`src/smeu_pkg.sv`:
```
// Package for the stack machine execute unit: payload types, opcodes,
// console actions, error codes and controller states. No dependencies.
package smeu_pkg;

	localparam int DataDepthDef   = 256;
	localparam int ReturnDepthDef = 64;
	localparam int VarCountDef    = 64;

	typedef enum logic [4:0] {
		OP_PUSH = 5'd0, OP_NOP = 5'd1, OP_JUMP = 5'd2, OP_JB = 5'd3, OP_JA = 5'd4,
		OP_JBE = 5'd5, OP_JAE = 5'd6, OP_JE = 5'd7, OP_JNE = 5'd8, OP_CALL = 5'd9,
		OP_RET = 5'd10, OP_ADD = 5'd11, OP_SUB = 5'd12, OP_MUL = 5'd13,
		OP_DIV = 5'd14, OP_TOP = 5'd15, OP_DUP = 5'd16, OP_CLEAR = 5'd17,
		OP_POP = 5'd18, OP_POPTO = 5'd19, OP_PUSHFROM = 5'd20, OP_GE = 5'd21,
		OP_LE = 5'd22, OP_GT = 5'd23, OP_LT = 5'd24, OP_EQ = 5'd25, OP_NE = 5'd26,
		OP_PRINT = 5'd27, OP_NEWLINE = 5'd28, OP_SPACE = 5'd29, OP_CLS = 5'd30,
		OP_GETCH = 5'd31
	} opcode_t;

	typedef enum logic [2:0] {
		ACT_NONE = 3'd0, ACT_VALUE = 3'd1, ACT_TEXT = 3'd2, ACT_NEWLINE = 3'd3,
		ACT_SPACE = 3'd4, ACT_CLS = 3'd5, ACT_KEY = 3'd6
	} action_t;

	typedef enum logic [2:0] {
		ERR_OK = 3'd0, ERR_UNDER = 3'd1, ERR_OVER = 3'd2, ERR_DIV0 = 3'd3,
		ERR_RET_EMPTY = 3'd4, ERR_RET_FULL = 3'd5
	} error_t;

	typedef struct packed {
		logic [4:0]         kind;
		logic signed [31:0] immediate;
		logic [15:0]        target;
		logic [5:0]         var_index;
		logic [15:0]        text_ref;
	} in_item_t;

	typedef struct packed {
		logic [15:0]        next_pc;
		logic               halted;
		logic [2:0]         action;
		logic signed [31:0] value;
		logic [15:0]        text_out;
		logic [2:0]         error;
	} out_item_t;

	typedef enum logic [2:0] {
		ST_IDLE, ST_READ, ST_EXEC, ST_DIV, ST_DIV_WAIT, ST_WRITE, ST_OUT
	} state_t;

	// Controller to datapath.
	typedef struct packed {
		logic load;       // capture input item, start stack reads
		logic read_n;     // read state: latch top, read next below
		logic exec;       // decide and compute
		logic div_start;
		logic commit;     // write state and build result
	} cmd_t;

	// Datapath to controller.
	typedef struct packed {
		logic is_div;     // item needs the divider
		logic div_done;
	} stat_t;

endpackage

```
`src/smeu_ctrl.sv`:
```
// Controller state machine sequencing one item through the datapath.
// Depends on smeu_pkg.
module smeu_ctrl (
	input  logic            clk,
	input  logic            arst_n,
	input  logic            in_valid,
	output logic            in_stall,
	output logic            out_valid,
	input  logic            out_stall,
	input  smeu_pkg::stat_t stat,
	output smeu_pkg::cmd_t  cmd
);
	import smeu_pkg::*;

	state_t state_q, state_nx;

	always_ff @(posedge clk or negedge arst_n) begin
		if (!arst_n) state_q <= ST_IDLE;
		else         state_q <= state_nx;
	end

	// Next state.
	always_comb begin
		state_nx = state_q;
		case (state_q)
			ST_IDLE:     if (in_valid) state_nx = ST_READ;
			ST_READ:     state_nx = ST_EXEC;
			ST_EXEC:     state_nx = ST_DIV;
			ST_DIV:      state_nx = stat.is_div ? ST_DIV_WAIT : ST_WRITE;
			ST_DIV_WAIT: if (stat.div_done) state_nx = ST_WRITE;
			ST_WRITE:    state_nx = ST_OUT;
			ST_OUT:      if (!out_stall) state_nx = ST_IDLE;
			default:     state_nx = ST_IDLE;
		endcase
	end

	// Outputs.
	always_comb begin
		cmd = '0;
		in_stall = 1'b1;
		out_valid = 1'b0;
		case (state_q)
			ST_IDLE:     begin in_stall = 1'b0; cmd.load = in_valid; end
			ST_READ:     cmd.read_n = 1'b1;
			ST_EXEC:     cmd.exec = 1'b1;
			ST_DIV:      cmd.div_start = stat.is_div;
			ST_DIV_WAIT: ;
			ST_WRITE:    cmd.commit = 1'b1;
			ST_OUT:      out_valid = 1'b1;
			default:     ;
		endcase
	end
endmodule

```
`config.mk`:
```
export PLATFORM = sky130hd
export DESIGN_NAME = smeu_ctrl
export DESIGN_NICKNAME = d
export VERILOG_FILES = /design/src/smeu_pkg.sv /design/src/smeu_ctrl.sv
export SDC_FILE = /design/constraint.sdc
export NUM_CORES = 1
export LEC_CHECK = 0
export BUFFER_PORTS_ARGS = -buffer_cell sky130_fd_sc_hd__buf_2
export CAP_MARGIN = 20
export CORE_AREA = 2 2 39 41
export DETAILED_ROUTE_END_ITERATION = 16
export DIE_AREA = 0 0 41 43
export GPL_TIMING_DRIVEN = 0
export PLACE_DENSITY = 0.38
export SYNTH_ARGS = -nofsm -noshare
export SYNTH_HDL_FRONTEND = slang
export SYNTH_SLANG_ARGS = --single-unit
```
`constraint.sdc`:
```
create_clock -name clk -period 0.98 [get_ports clk]
set_input_delay 0.245 -clock clk [delete_from_list [all_inputs] [get_ports clk]]
set_output_delay 0.245 -clock clk [all_outputs]
set_load 0.1 [all_outputs]
```
==> flow_summary.toml <==
[floorplanning]
start_util = 0.141
die_y_um = 43
io_pins = 13
die_area_um2 = 1760
core.rowCount = 14
fp.coreArea_um2 = 1380
die_w_um = 41

[sta]
tightest_slew_ns = 0.209
clock-skew-final_ns = 0.000354
finalSetupViolCount = 8
fmax_mhz = 659
period_minus_slack_ns = 1.52
slew_viol_final = 0
relSlewSlack = 0.860
layout_setup_ws_ns = -0.538
post-route-period-util = 1.55
hold_violations = 0
rsz0062_at_grt = "true"
setup_tns_ns = -3.37

[cts]
cts_max_level = 1
cts-root-buf = "clkbuf_4"
cts_sinks = 3
cts_buffers = 3
clock_latency_ns = 0.22
clk_path_buf_depth = 2
cts_tree = "done"
clkTransAtPathRegs_ns = 0.03

[grt]
track_usage = 0.0865
grt_max_degree = 11
grt.busiest_layer = "met1"
grt-ovfl-total = 0
grt_pass1_vias = 270
use_met2 = 0.106
antenna_found_initial = 0
grt_pass1_wl_mm = 1.06
use_met1 = 0.139
grtUsageMet3 = 0

[status]
violations = "negative setup slack"
status = "finished with violations"

[finish]
nFillCells = 136
n_antenna_cell = 0
drive_gt1_frac = 0.717
top_regs = "state_q (3)"
area_delta_synth_final_pct = 162
fin_cells = 62
nNetsFinal = 53
largest_reg_flops = 3
regMostFlops = "state_q"

[detailed_routing]
routedWlPerCell_um = 9.50
first_pass_iters = 2
drc = 0
vias_per_cell = 4.11
first_iter_violations = 2
wl_um = 589
ant_nets = 0
vias = 255

[placed_design]
dp_hpwl_um = 422
dp_cells = 52
gp_congestion = 0.678
io_buffers = 12
place_ws_ns = -0.498

[worst_setup_path]
ff2ff_setup_slack_ns = -0.06
required_ns = 0.73
r2r-end = "state_q[0]$_DFFE_PN0P_"
r2r_start = "state_q[0]$_DFFE_PN0P_"
reg2reg_depth = 4
worst-path-max-fanout = 7
startpoint_type = "flip-flop"
timing_worst_setup_path_type = "reg2out"
endpoint_kind = "output port"
cp_data_arrival_time_ns = 1.27

[worst_hold_path]
hold_class = "in2reg"
min_to = "state_q[0]$_DFFE_PN0P_"
hp-start = "stat[0]"
min_path_cells = 3

[synthesis]
yosys-top-cells-count = "dfrtp_1, nand2_1, o21ai_0"
syn_area_um2 = 195
synth.distinct_cells = 14
async_flop_share = 1.00
yosysWarnings = 0
yosys_most_used_dff = "dfrtp_1"
synth_largest_area_cell = "dfrtp_1"
synth_top_area_frac = 0.385
syn_nets = 30
synth_seq_cells = 3
syn_area_per_cell_um2 = 8.13
syn-instance-count = 24
synth_edf_count = 0
ys_seq_area_frac = 0.385
synth_area_leaders = "dfrtp_1, o21ai_0, and3_1"

[job]
drv_cap = 0
[how the worst max path moves through the flow]
stage | startpoint | endpoint
after floorplan | state_q[2]$_DFFE_PN0P_ | cmd[4]
after global placement | state_q[1]$_DFFE_PN0P_ | in_stall
after detailed placement | state_q[1]$_DFFE_PN0P_ | in_stall
after CTS | state_q[1]$_DFFE_PN0P_ | in_stall
after global routing | state_q[2]$_DFFE_PN0P_ | cmd[4]
final | state_q[1]$_DFFE_PN0P_ | in_stall
[kinds of logic (layout without fill, tap and decap cells)]
kind of cell           Yosys count  after routing  synth area share
AO/OA/AOI/OAI                    5              5             0.154
flip-flops                       3              3             0.385
buffers and inverters            3             25            0.0962
AND/OR/NAND/NOR                 13             13             0.365
[critical path: stages, from the launching register on]
cell and delay [ns]:
dfrtp_2 0.47, or3_4 0.40, buf_12 0.17
[cells in the final DEF, fill, tap and decap left out, drive strengths merged]
master,n
clkbuf,4
o21ai,3
buf,18
dlygate4sd3,1
nand2,3
nor3,2
o31ai,1
nor2b,2
nand4,1
and3,2
a22oi,1
nor2,1
inv,2
nor4b,1
or3,1
dfrtp,3
[layout make-up]
type	count	area, um^2	share of cell area
Buffer	1	11.3	0.0221
Multi-Input combinational cell	18	151	0.297
Sequential cell	3	77.6	0.152
Clock buffer	4	26.3	0.0515
Inverter	2	12.5	0.0245
Timing Repair Buffer	18	211	0.414
Tap cell	16	20.0	0.0392
[stage by stage]
stage / utilization / hold slack [ns] / instance area [um^2]
floorplan: - / -0.0506 / 246
global placement: 0.236 / 0.0409 / 327
CTS: 0.348 / 0.307 / 482
global route: 0.369 / 0.330 / 510
finish: 0.369 / 0.317 / 510
detailed placement: 0.236 / 0.0422 / 327
[timing repair]
item	in CTS	in global routing
pin swaps	2	2
hold endpoints to repair	3	0
setup buffers	2	3
hold buffers	1	0
setup endpoints to repair	8	10
gates resized for setup	30	2
cloned	0	0
[per-layer routing]
metal / part of all wire / vias up / wire, um
met1: 0.47 / 116 / 274
met4: 0 / 0 / 0
met2: 0.47 / 8 / 278
li1: - / 131 / -
met3: 0.061 / 0 / 36
met5: 0 / - / 0
Power is not shown: default switching activity piles up to over one toggle a cycle in this logic, so the estimate is an artifact.
